--- config.mk ---
export PLATFORM = sky130hd
export DESIGN_NAME = fractional_tick_rtc_with_adjust
export DESIGN_NICKNAME = d
export VERILOG_FILES = /design/src/rtl/core/ftrtc_pkg.sv /design/src/rtl/core/fractional_tick_rtc_with_adjust.sv /design/src/rtl/core/ftrtc_step_unit.sv /design/src/rtl/core/ftrtc_ctrl.sv
export SDC_FILE = /design/constraint.sdc
export NUM_CORES = 1
export LEC_CHECK = 0
export BUFFER_PORTS_ARGS = -buffer_cell sky130_fd_sc_hd__clkbuf_2
export CORE_MARGIN = 2
export CORE_UTILIZATION = 50
export CTS_CLUSTER_SIZE = 16
export DETAILED_ROUTE_END_ITERATION = 8
export HOLD_SLACK_MARGIN = 0.12
export PLACE_DENSITY = 0.73
export REMOVE_ABC_BUFFERS = 1
export SYNTH_ARGS = -nofsm -noshare
export SYNTH_HDL_FRONTEND = slang
export SYNTH_SLANG_ARGS = --single-unit
--- constraint.sdc ---
create_clock -name i_clk -period 3.9 [get_ports i_clk]
set_input_delay 0.39 -clock i_clk [delete_from_list [all_inputs] [get_ports i_clk]]
set_output_delay 0.39 -clock i_clk [all_outputs]
set_load 0.02 [all_outputs]
--- src/rtl/core/ftrtc_pkg.sv ---
// Package for the fractional-tick real time clock with button adjustment.
// Holds payload structs, sequencer states, step codes and clock constants.
// No dependencies; every other file in rtl/core imports it.
package ftrtc_pkg;

    // Field widths of the time-of-day counters and the fraction accumulator.
    localparam int HOUR_W  = 5;
    localparam int MIN_W   = 6;
    localparam int SEC_W   = 6;
    localparam int ACC_W   = 16;
    localparam int INC_W   = 15;
    localparam int PRESS_W = 7;
    localparam int CFG_W   = 16;

    // Clock constants.
    localparam logic [HOUR_W-1:0] HOUR_RESET = 5'd20;
    localparam logic [HOUR_W-1:0] HOUR_LAST  = 5'd23;
    localparam logic [MIN_W-1:0]  MIN_LAST   = 6'd59;
    localparam logic [SEC_W-1:0]  SEC_LAST   = 6'd59;
    localparam logic [MIN_W:0]    MIN_PER_HR = 7'd60;
    localparam logic [MIN_W:0]    UP_STEP    = 7'd5;
    localparam logic [MIN_W-1:0]  DOWN_STEP  = 6'd4;

    // Configuration register reset values.
    localparam logic [INC_W-1:0] TICK_INC_RESET = 15'd5100;
    localparam logic [ACC_W-1:0] SEC_MOD_RESET  = 16'd24942;

    // Configuration register indexes.
    typedef enum logic [0:0] {
        CFG_TICK_INCREMENT = 1'b0,
        CFG_SECOND_MODULUS = 1'b1
    } t_cfg_idx;

    // Input request payload.
    typedef struct packed {
        logic [PRESS_W-1:0] up_presses;
        logic [PRESS_W-1:0] down_presses;
    } t_in;

    // Result payload.
    typedef struct packed {
        logic [HOUR_W-1:0] hours;
        logic [MIN_W-1:0]  minutes;
        logic [SEC_W-1:0]  seconds;
        logic              display_update;
    } t_out;

    // Operations of the shared time step unit.
    typedef enum logic [1:0] {
        OP_ADJ_UP   = 2'd0,
        OP_ADJ_DOWN = 2'd1,
        OP_SEC_TICK = 2'd2
    } t_step_op;

    // Sequencer states.
    typedef enum logic [2:0] {
        S_IDLE = 3'd0,
        S_ADJ  = 3'd1,
        S_ACC  = 3'd2,
        S_SEC  = 3'd3,
        S_DONE = 3'd4
    } t_state;

    // Control bundle from the sequencer to the datapath.
    typedef struct packed {
        logic     accept;
        logic     adjust;
        logic     step_en;
        t_step_op op;
        logic     acc_add;
        logic     sec_chk;
        logic     out_load;
    } t_ctrl;

endpackage

--- src/rtl/core/fractional_tick_rtc_with_adjust.sv ---
// Top level of the fractional-tick real time clock with button adjustment.
// Holds configuration, time and accumulator registers and the result
// register; uses ftrtc_pkg, ftrtc_ctrl and ftrtc_step_unit.
//
//   Channel   Signals                              Direction
//   input     i_in_valid, o_in_stall, i_in_data    request in
//   output    o_out_valid, i_out_stall, o_out_data result out
//   config    i_cfg_we, i_cfg_idx, i_cfg_data      register write
//
// An adjusting request steps once per net press through the shared step
// unit, any other request adds to the accumulator; both then check the
// second and wait for the result register to free up.
// Synchronous active-low reset returns the clock to 20:00:00 with an empty
// accumulator and the reset configuration.
// The result register lets a new request enter while a result is stalled.
module fractional_tick_rtc_with_adjust (
    input  logic                         i_clk,
    input  logic                         i_rst_n,
    input  logic                         i_in_valid,
    output logic                         o_in_stall,
    input  ftrtc_pkg::t_in               i_in_data,
    output logic                         o_out_valid,
    input  logic                         i_out_stall,
    output ftrtc_pkg::t_out              o_out_data,
    input  logic                         i_cfg_we,
    input  ftrtc_pkg::t_cfg_idx          i_cfg_idx,
    input  logic [ftrtc_pkg::CFG_W-1:0]  i_cfg_data
);
    import ftrtc_pkg::*;

    logic [INC_W-1:0]  r_tick_inc;
    logic [ACC_W-1:0]  r_sec_mod;
    logic [HOUR_W-1:0] r_hours;
    logic [MIN_W-1:0]  r_minutes;
    logic [SEC_W-1:0]  r_seconds;
    logic [ACC_W-1:0]  r_acc;
    logic              r_show;
    logic              r_out_valid;
    t_out              r_out;

    t_ctrl             ctrl;
    logic              sec_due;
    logic              out_free;
    logic [HOUR_W-1:0] step_hours;
    logic [MIN_W-1:0]  step_minutes;
    logic [SEC_W-1:0]  step_seconds;

    assign sec_due  = (r_acc >= r_sec_mod);
    assign out_free = !r_out_valid || !i_out_stall;

    ftrtc_ctrl u_ctrl (
        .i_clk      (i_clk),
        .i_rst_n    (i_rst_n),
        .i_in_valid (i_in_valid),
        .i_in_data  (i_in_data),
        .i_sec_due  (sec_due),
        .i_out_free (out_free),
        .o_in_stall (o_in_stall),
        .o_ctrl     (ctrl)
    );

    ftrtc_step_unit u_step (
        .i_op      (ctrl.op),
        .i_hours   (r_hours),
        .i_minutes (r_minutes),
        .i_seconds (r_seconds),
        .o_hours   (step_hours),
        .o_minutes (step_minutes),
        .o_seconds (step_seconds)
    );

    // Configuration registers.
    always_ff @(posedge i_clk) begin
        if (!i_rst_n) begin
            r_tick_inc <= TICK_INC_RESET;
            r_sec_mod  <= SEC_MOD_RESET;
        end else if (i_cfg_we) begin
            unique case (i_cfg_idx)
                CFG_TICK_INCREMENT: r_tick_inc <= i_cfg_data[INC_W-1:0];
                CFG_SECOND_MODULUS: r_sec_mod  <= i_cfg_data[ACC_W-1:0];
                default: ;
            endcase
        end
    end

    // Time counters, fraction accumulator and display flag.
    always_ff @(posedge i_clk) begin
        if (!i_rst_n) begin
            r_hours   <= HOUR_RESET;
            r_minutes <= '0;
            r_seconds <= '0;
            r_acc     <= '0;
            r_show    <= 1'b0;
        end else begin
            if (ctrl.accept) begin
                r_show <= ctrl.adjust;
            end
            if (ctrl.adjust) begin
                r_seconds <= '0;
                r_acc     <= '0;
            end
            if (ctrl.acc_add) begin
                r_acc <= r_acc + {1'b0, r_tick_inc};
            end
            if (ctrl.sec_chk && sec_due) begin
                r_acc  <= r_acc - r_sec_mod;
                r_show <= 1'b1;
            end
            if (ctrl.step_en) begin
                r_hours   <= step_hours;
                r_minutes <= step_minutes;
                r_seconds <= step_seconds;
            end
        end
    end

    // Result register.
    always_ff @(posedge i_clk) begin
        if (!i_rst_n) begin
            r_out_valid <= 1'b0;
        end else if (ctrl.out_load) begin
            r_out_valid <= 1'b1;
        end else if (!i_out_stall) begin
            r_out_valid <= 1'b0;
        end
    end

    always_ff @(posedge i_clk) begin
        if (ctrl.out_load) begin
            r_out.hours          <= r_hours;
            r_out.minutes        <= r_minutes;
            r_out.seconds        <= r_seconds;
            r_out.display_update <= r_show;
        end
    end

    assign o_out_valid = r_out_valid;
    assign o_out_data  = r_out;

    // The result register is never overwritten while it holds a stalled result.
    a_no_overwrite: assert property (@(posedge i_clk) disable iff (!i_rst_n)
        ctrl.out_load |-> out_free)
        else $error("result register overwritten while stalled");

    // The time of day stays within its legal range.
    a_time_range: assert property (@(posedge i_clk) disable iff (!i_rst_n)
        (r_hours <= HOUR_LAST) && (r_minutes <= MIN_LAST) && (r_seconds <= SEC_LAST))
        else $error("time counter out of range");

    // An adjusting request clears seconds and the fraction accumulator.
    a_adjust_clear: assert property (@(posedge i_clk) disable iff (!i_rst_n)
        ctrl.adjust |=> (r_seconds == '0) && (r_acc == '0) && r_show)
        else $error("adjust did not clear seconds and accumulator");

    // A new request is taken only while no result is pending in the sequencer.
    a_accept_idle: assert property (@(posedge i_clk) disable iff (!i_rst_n)
        ctrl.accept |=> !ctrl.accept)
        else $error("back-to-back requests accepted");

endmodule

--- src/rtl/core/ftrtc_step_unit.sv ---
// Shared time step unit: one adjust-up, adjust-down or one-second step on
// the hour, minute and second counters. Purely combinational; uses ftrtc_pkg.
module ftrtc_step_unit (
    input  ftrtc_pkg::t_step_op                 i_op,
    input  logic [ftrtc_pkg::HOUR_W-1:0]        i_hours,
    input  logic [ftrtc_pkg::MIN_W-1:0]         i_minutes,
    input  logic [ftrtc_pkg::SEC_W-1:0]         i_seconds,
    output logic [ftrtc_pkg::HOUR_W-1:0]        o_hours,
    output logic [ftrtc_pkg::MIN_W-1:0]         o_minutes,
    output logic [ftrtc_pkg::SEC_W-1:0]         o_seconds
);
    import ftrtc_pkg::*;

    logic [MIN_W:0]    min_up;
    logic [HOUR_W-1:0] hour_fwd;
    logic [HOUR_W-1:0] hour_back;

    // Hour neighbors with wrap around midnight.
    assign hour_fwd  = (i_hours == HOUR_LAST) ? '0 : i_hours + 5'd1;
    assign hour_back = (i_hours == '0) ? HOUR_LAST : i_hours - 5'd1;
    assign min_up    = {1'b0, i_minutes} + UP_STEP;

    // One step of the selected operation.
    always_comb begin
        o_hours   = i_hours;
        o_minutes = i_minutes;
        o_seconds = i_seconds;
        unique case (i_op)
            OP_ADJ_UP: begin
                if (min_up >= MIN_PER_HR) begin
                    o_minutes = MIN_W'(min_up - MIN_PER_HR);
                    o_hours   = hour_fwd;
                end else begin
                    o_minutes = min_up[MIN_W-1:0];
                end
            end
            OP_ADJ_DOWN: begin
                if (i_minutes < DOWN_STEP) begin
                    o_minutes = MIN_W'(MIN_PER_HR - {1'b0, DOWN_STEP} + {1'b0, i_minutes});
                    o_hours   = hour_back;
                end else begin
                    o_minutes = i_minutes - DOWN_STEP;
                end
            end
            OP_SEC_TICK: begin
                if (i_seconds == SEC_LAST) begin
                    o_seconds = '0;
                    if (i_minutes == MIN_LAST) begin
                        o_minutes = '0;
                        o_hours   = hour_fwd;
                    end else begin
                        o_minutes = i_minutes + 6'd1;
                    end
                end else begin
                    o_seconds = i_seconds + 6'd1;
                end
            end
            default: begin
                o_hours   = i_hours;
                o_minutes = i_minutes;
                o_seconds = i_seconds;
            end
        endcase
    end

endmodule

--- src/rtl/core/ftrtc_ctrl.sv ---
// Sequencer of the clock: accepts a request, runs adjust steps one net press
// at a time or the accumulator add, then the second check. Uses ftrtc_pkg.
module ftrtc_ctrl (
    input  logic                  i_clk,
    input  logic                  i_rst_n,
    input  logic                  i_in_valid,
    input  ftrtc_pkg::t_in        i_in_data,
    input  logic                  i_sec_due,
    input  logic                  i_out_free,
    output logic                  o_in_stall,
    output ftrtc_pkg::t_ctrl      o_ctrl
);
    import ftrtc_pkg::*;

    t_state             r_state, n_state;
    logic [PRESS_W-1:0] r_cnt, n_cnt;
    logic               r_dir_up, n_dir_up;
    logic               accept;
    logic               differ;
    logic               up_gt;

    assign accept = i_in_valid && (r_state == S_IDLE);
    assign differ = (i_in_data.up_presses != i_in_data.down_presses);
    assign up_gt  = (i_in_data.up_presses > i_in_data.down_presses);

    // Next state, step counter and direction.
    always_comb begin
        n_state  = r_state;
        n_cnt    = r_cnt;
        n_dir_up = r_dir_up;
        unique case (r_state)
            S_IDLE: begin
                if (accept) begin
                    n_dir_up = up_gt;
                    n_cnt    = up_gt
                             ? i_in_data.up_presses - i_in_data.down_presses
                             : i_in_data.down_presses - i_in_data.up_presses;
                    n_state  = differ ? S_ADJ : S_ACC;
                end
            end
            S_ADJ: begin
                n_cnt = r_cnt - 7'd1;
                if (r_cnt == 7'd1) begin
                    n_state = S_SEC;
                end
            end
            S_ACC:  n_state = S_SEC;
            S_SEC:  n_state = S_DONE;
            S_DONE: begin
                if (i_out_free) begin
                    n_state = S_IDLE;
                end
            end
            default: n_state = S_IDLE;
        endcase
    end

    // Control outputs decoded from the current state.
    always_comb begin
        o_ctrl          = '0;
        o_ctrl.op       = OP_SEC_TICK;
        o_ctrl.accept   = accept;
        o_ctrl.adjust   = accept && differ;
        o_in_stall      = (r_state != S_IDLE);
        unique case (r_state)
            S_IDLE: ;
            S_ADJ: begin
                o_ctrl.step_en = 1'b1;
                o_ctrl.op      = r_dir_up ? OP_ADJ_UP : OP_ADJ_DOWN;
            end
            S_ACC:  o_ctrl.acc_add = 1'b1;
            S_SEC: begin
                o_ctrl.sec_chk = 1'b1;
                o_ctrl.step_en = i_sec_due;
            end
            S_DONE: o_ctrl.out_load = i_out_free;
            default: ;
        endcase
    end

    // State registers.
    always_ff @(posedge i_clk) begin
        if (!i_rst_n) begin
            r_state  <= S_IDLE;
            r_cnt    <= '0;
            r_dir_up <= 1'b0;
        end else begin
            r_state  <= n_state;
            r_cnt    <= n_cnt;
            r_dir_up <= n_dir_up;
        end
    end

endmodule
==> metrics.yaml, run 1 <==
worst_hold_path:
  whs_path_depth: 3
  hold_class: "primary input to register"
  hold_end: "r_tick_inc[12]"
  min_from: "i_cfg_data[12]"
clock_network:
  cts.clk_slew.worst_paths_ns: 0.07
  clockBufferDepth: 2
  postCtsResizedCells: 0
  clock_latency_ns: 0.36
  cts.sink_count: 95
  tritoncts: "done"
  cts_made_buffers: 9
  cts_root_buffer: "clkbuf_16"
  postCtsSetupBuffers: 0
  cts_hold_buf: 0
  h-tree-depth: 3
die:
  die_w_um: 118
  io_pins: 56
  die-area_um2: 13800
  num_rows: 41
  die_h_um: 118
  start_util: 0.511
  core_um2: 12600
layout:
  area_growth_pct: 10.2
  antennaDiodeCount: 0
  design_area_um2: 7110
  seq_area_um2: 2080
  finalNetCount: 923
  drive_gt1_frac: 0.110
  multiInputGateArea_um2: 4040
  fillCellCount: 1194
detailed_routing:
  vias: 5925
  first_pass_iters: 5
  wl_um: 15500
  final_antenna_net_count: 0
  drc: 0
  drtIter0Drc: 405
  vias_per_cell: 5.91
  wl_per_cell_um: 15.5
critical_path:
  worstSetupPathType: "register to register"
  cp.required_ns: 4.19
  reg2reg_from: "r_sec_mod[2]"
  crit_fanout: 19
  critPathMaxStageDelay_ns: 0.77
  crit_chain: "inv_1, ha_1, nor2b_1, o31a_1, o31a_4, o22ai_4, a21oi_4, a211oi_4, a222oi_1, nor2_1"
  reg2reg_depth: 10
  path_buf_inv: 1
  ff2ff_setup_slack_ns: 0.76
  crit_family: "compound AO/OA/AOI/OAI gates"
  cp-end-kind: "register"
  arrival_ns: 3.43
  crit_cells: 10
  cp-start-kind: "register"
  cp_slowest_cell: "a211oi_4"
  r2r_end: "r_acc[4]"
power:
  p_int_mw: 1.78
  p_seq_frac: 0.422
  p_sw_mw: 0.891
  ir_worst_vdd_uv: 220
  swShare: 0.334
  power.density_nw_per_um2: 376
  p_comb_frac: 0.269
  pwr-share-clk: 0.309
  p_leak_nw: 2.96
global_route:
  grt_overflow_total: 0
  grt.total_usage: 0.229
  grt_max_degree: 31
  antenna_found_initial: 0
  grt_pass1_vias: 5662
  grt_first_pass_wirelength_um: 26400
synthesis:
  syn_area_um2: 6450
  synth_ff_type: "dfxtp_1"
  synth_cell_types: 72
  synth_cells: 789
  ys_top_cells_by_area: "dfxtp_1 24%, ha_1 11%, edfxtp_1 8.4%"
  yosys_warnings: 0
  synth_area_leader_cell: "dfxtp_1"
  ys_seq_area_frac: 0.323
  ys_seq_elements: 95
  synth_area_per_cell_um2: 8.17
  yosysTopAreaCellShare: 0.239
  synth_edf_count: 18
  async_flop_share: 0
timing:
  clock.fmax_mhz: 318
  maxSlewViolCount: 0
  worstMarginPinSlew_ns: 1.34
  finalCritPeriodShare: 0.806
  fin_hold_ws_ns: 0.251
  finalHoldViolCount: 0
  period_minus_slack_ns: 3.14
  fin_skew_ns: 0.00781
  max_slew_margin: 0.106
  tns_ns: 0
  rsz0062_at_grt: "no"
  setup_viol: 0
run_status:
  status: "completed"
placement:
  hpwl_um: 11100
  gp_congestion: 0.889
  portBuffers: 55
  dpl_cell_area_um2: 6840
job:
  drv_cap: 0
## cell usage after synthesis, types with 10 or more instances
| master | instances |
|---|---|
| edfxtp_1 | 18 |
| xnor2_1 | 23 |
| o21ai_0 | 41 |
| xor2_1 | 10 |
| nor3_1 | 14 |
| clkbuf_1 | 25 |
| nand3_1 | 21 |
| nor2_1 | 59 |
| dfxtp_1 | 77 |
| a21oi_1 | 70 |
| nand2_1 | 107 |
| a22oi_1 | 10 |
| o211ai_1 | 13 |
| o21a_1 | 10 |
| nand4_1 | 10 |
| nor2b_1 | 12 |
| ha_1 | 58 |
| inv_1 | 51 |
| nand2b_1 | 11 |
## flip-flops by register name, summed over array words and instances, names as in the netlist
| register | count |
|---|---|
| r_show | 1 |
| o_out_valid | 1 |
| r_seconds | 6 |
| r_acc | 16 |
| r_hours | 5 |
| u_ctrl.r_state | 3 |
| u_ctrl.r_cnt | 7 |
| r_tick_inc | 15 |
| o_out_data | 18 |
| u_ctrl.r_dir_up | 1 |
| r_sec_mod | 16 |
| r_minutes | 6 |
## cell families after synthesis
family | synth area share
simple gates | 0.202
xor+xnor | 0.0448
buf+inv | 0.0518
compound gates | 0.244
mux | 0.00951
flops | 0.323
fa+ha+maj | 0.125
## per-stage QoR
stage	instances	setup WS, ns	power, mW	util
floorplan	755	1.19	1.66	-
global placement	986	0.886	1.82	0.542
detailed placement	986	0.804	1.85	0.542
CTS	1002	0.785	2.68	0.563
global route	1002	0.554	2.82	0.563
finish	1002	0.756	2.67	0.563
## cell usage in the layout, fill, tap and decap left out, drive strengths merged, types with 6 or more instances in the layout
cell type,n
nand2b,11
dfxtp,77
nand2,107
nor2b,12
clkbuf,65
ha,58
nor2,60
a22oi,10
nand3b,6
a31oi,9
nand3,21
o211ai,13
nor3,14
xor2,10
inv,52
a21o,6
a21oi,72
or3,6
nand4,10
a211oi,9
o21a,10
and2,7
o221ai,6
a222oi,8
xnor2,23
edfxtp,18
o21ai,42
## worst max path at each step
stage | from | to | slack, ns
2_1_floorplan | r_acc[0] | r_hours[3] | 1.19
4_1_cts | r_sec_mod[2] | r_acc[4] | 0.79
3_3_place_gp | r_sec_mod[2] | r_acc[14] | 0.89
6_report | r_sec_mod[2] | r_acc[4] | 0.76
3_5_place_dp | r_acc[0] | r_hours[3] | 0.80
5_1_grt | r_acc[0] | r_hours[3] | 0.55
## routing by layer
metal / track usage / up-vias / routed length (µm)
met5: 0 / - / 0
met4: 0.106 / 0 / 320
met3: 0.0388 / 25 / 772
met2: 0.372 / 196 / 7270
met1: 0.300 / 2769 / 7190
li1: - / 2935 / -
## power groups by stage
stage	sequential [mW]	clock, mW	combinational [mW]
after floorplan	1.13	0	0.528
after global placement	1.14	0	0.680
after detailed placement	1.15	0	0.702
after CTS	1.12	0.842	0.709
after global routing	1.13	0.882	0.803
final	1.13	0.825	0.719
## tightest hold or removal path, stage by stage
cell,delay (ns)
clkbuf_2,0.08
nand2_1,0.04
nand3_1,0.06
## final cells by class
type	count	share of cell area
tap	172	0.0303
timing repair buffer	59	0.0429
multi-input combinational	609	0.569
sequential	95	0.293
inverter	51	0.0269
clock buffer	10	0.0322
clock inverter	6	0.00633
No activity file was read; power rests on OpenSTA's default activity.
==> inputs of run 2 (changes only) <==
Settings changed: PLACE_DENSITY 0.73 to 0.75.
Clock period 3.9 ns to 2.88 ns, I/O delays scaled along.
==> metrics.yaml, run 2 (synthesis results as in run 1) <==
detailed_routing:
  wl_per_cell_um: 15.2  # was 15.5 µm
  drc: 0  # unchanged
  drtIter0Drc: 454  # was 405
  vias: 5886  # was 5,925
  final_antenna_net_count: 0  # unchanged
  wl_um: 15600  # was 15,500 µm
  vias_per_cell: 5.74  # was 5.91
  first_pass_iters: 4  # was 5
timing:
  finalHoldViolCount: 0  # unchanged
  rsz0062_at_grt: "yes"  # was no
  fin_hold_ws_ns: 0.161  # was 0.251 ns
  setup_viol: 0  # unchanged
  fin_skew_ns: 0.00473  # was 0.00781 ns
  finalCritPeriodShare: 0.963  # was 0.806
  clock.fmax_mhz: 361  # was 318 MHz
  max_slew_margin: 0.283  # was 0.106
  worstMarginPinSlew_ns: 1.07  # was 1.34 ns
  period_minus_slack_ns: 2.77  # was 3.14 ns
  maxSlewViolCount: 0  # unchanged
global_route:
  antenna_found_initial: 0  # unchanged
  grt.total_usage: 0.224  # was 0.229
  grt_pass1_vias: 5493  # was 5,662
  grt_max_degree: 42  # was 31
  grt_first_pass_wirelength_um: 26100  # was 26,400 µm
  grt_overflow_total: 0  # unchanged
power:
  p_sw_mw: 1.22  # was 0.891 mW
  p_seq_frac: 0.400  # was 0.422
  p_int_mw: 2.58  # was 1.78 mW
  ir_worst_vdd_uv: 248  # was 220 µV
  pwr-share-clk: 0.333  # was 0.309
  p_comb_frac: 0.266  # was 0.269
  p_leak_nw: 3.09  # was 2.96 nW
  swShare: 0.320  # was 0.334
  power.density_nw_per_um2: 513  # was 376 nW/µm²
critical_path:
  critPathMaxStageDelay_ns: 0.36  # was 0.77 ns
  cp.required_ns: 3.16  # was 4.19 ns
  worstSetupPathType: "register to register"  # unchanged
  crit_chain: "inv_1, ha_1, nor2b_2, o31a_1, o31a_4, o22ai_4, a21oi_4, a211oi_4, clkbuf_4, a22oi_1, a31oi_1"  # was inv_1, ha_1, nor2b_1, o31a_1, o31a_4, o22ai_4, a21oi_4, a211oi_4, a222oi_1, nor2_1
  path_buf_inv: 2  # was 1
  r2r_end: "r_acc[14]"  # was r_acc[4]
  cp_slowest_cell: "ha_1"  # was a211oi_4
  cp-end-kind: "register"  # unchanged
  crit_fanout: 7  # was 19
  reg2reg_depth: 11  # was 10
  reg2reg_from: "r_sec_mod[2]"  # unchanged
  cp-start-kind: "register"  # unchanged
  crit_family: "compound AO/OA/AOI/OAI gates"  # unchanged
  arrival_ns: 3.05  # was 3.43 ns
  ff2ff_setup_slack_ns: 0.11  # was 0.76 ns
worst_hold_path:
  hold_class: "primary input to register"  # unchanged
  min_from: "i_cfg_data[15]"  # was i_cfg_data[12]
  hold_end: "r_sec_mod[15]"  # was r_tick_inc[12]
  whs_path_depth: 3  # unchanged
die:
  start_util: 0.511  # unchanged
  die_h_um: 118  # unchanged
  num_rows: 41  # unchanged
  io_pins: 56  # unchanged
  die_w_um: 118  # unchanged
  die-area_um2: 13800  # unchanged
  core_um2: 12600  # unchanged
layout:
  fillCellCount: 1159  # was 1,194
  area_growth_pct: 14.8  # was 10.2%
  drive_gt1_frac: 0.148  # was 0.110
  instances_no_fill: 1025  # was 1,002
  final_common_cell: "nand2_1"  # unchanged
  finalNetCount: 946  # was 923
  multiInputGateArea_um2: 4110  # was 4040 µm²
  seq_area_um2: 2080  # about the same
  largest_reg_flops: 18  # unchanged
  antennaDiodeCount: 0  # unchanged
  layout_common_cells: "107 x nand2_1, 76 x dfxtp_1, 68 x a21oi_1"  # was 107 x nand2_1, 77 x dfxtp_1, 69 x a21oi_1
run_status:
  status: "completed"  # unchanged
placement:
  gp_congestion: 0.915  # was 0.889
  placed_cells: 1003  # was 986
  portBuffers: 55  # unchanged
  hpwl_um: 11000  # was 11,100 µm
clock_network:
  cts.clk_slew.worst_paths_ns: 0.07  # about the same
  cts_made_buffers: 9  # unchanged
  clock_latency_ns: 0.35  # was 0.36 ns
  clockBufferDepth: 2  # unchanged
  cts_hold_buf: 0  # unchanged
  tritoncts: "done"  # unchanged
  cts_root_buffer: "clkbuf_16"  # unchanged
  cts.sink_count: 95  # unchanged
  h-tree-depth: 3  # unchanged
job:
  drv_cap: 0  # unchanged
## run 2: routing by layer
metal | GRT usage | routed length, µm
met4 | 0.0723 | 291
met2 | 0.367 | 7280
met5 | 0 | 0
met1 | 0.308 | 7420
met3 | 0.0271 | 587
## run 2: worst reg2reg max path, stage by stage (launching register included)
cell	delay [ns]
dfxtp_1	0.31
inv_1	0.05
ha_1	0.36
nor2b_2	0.19
o31a_1	0.32
o31a_4	0.32
o22ai_4	0.20
a21oi_4	0.15
a211oi_4	0.29
clkbuf_4	0.25
a22oi_1	0.11
a31oi_1	0.17
## run 2: through the flow
step	cell area, µm²	total power [mW]	utilization	setup TNS, ns	worst slack, ns
after floorplan	6310	2.24	-	0	0.170
after global placement	6980	2.50	0.553	0	0.179
after detailed placement	6980	2.51	0.553	0	0.104
after CTS	7290	3.77	0.578	0	0.0879
after global routing	7400	3.99	0.587	-0.0699	-0.0372
final	7400	3.80	0.587	0	0.107
## run 2: area by class of cell
class,count,area share
inverters,51,0.0259
multi-input cells,610,0.555
repair buffers,81,0.0662
clock inverters,6,0.00896
well taps,172,0.0291
clock buffers,10,0.0338
flip-flops and latches,95,0.281
## run 2: how the worst max path moves through the flow
stage	cells after the start	slack, ns	from	endpoint
after CTS	12	0.09	r_acc[0]	r_acc[8]
after floorplan	11	0.17	r_acc[0]	r_hours[3]
final	11	0.11	r_sec_mod[2]	r_acc[14]
after global routing	10	-0.04	r_sec_mod[2]	r_minutes[3]
after global placement	10	0.18	r_sec_mod[2]	r_minutes[4]
after detailed placement	12	0.10	r_acc[0]	r_acc[8]
## run 2: timing repair
item / in CTS / in global routing
setup endpoints to repair: 0 / 24
resized for setup: 0 / 16
setup buffers: 0 / 4
## run 2: power groups by stage
stage / clock (mW) / sequential (mW) / combinational (mW)
CTS: 1.27 / 1.52 / 0.975
floorplan: 0 / 1.53 / 0.715
global placement: 0 / 1.55 / 0.955
detailed placement: 0 / 1.55 / 0.965
finish: 1.27 / 1.52 / 1.01
global route: 1.32 / 1.53 / 1.14
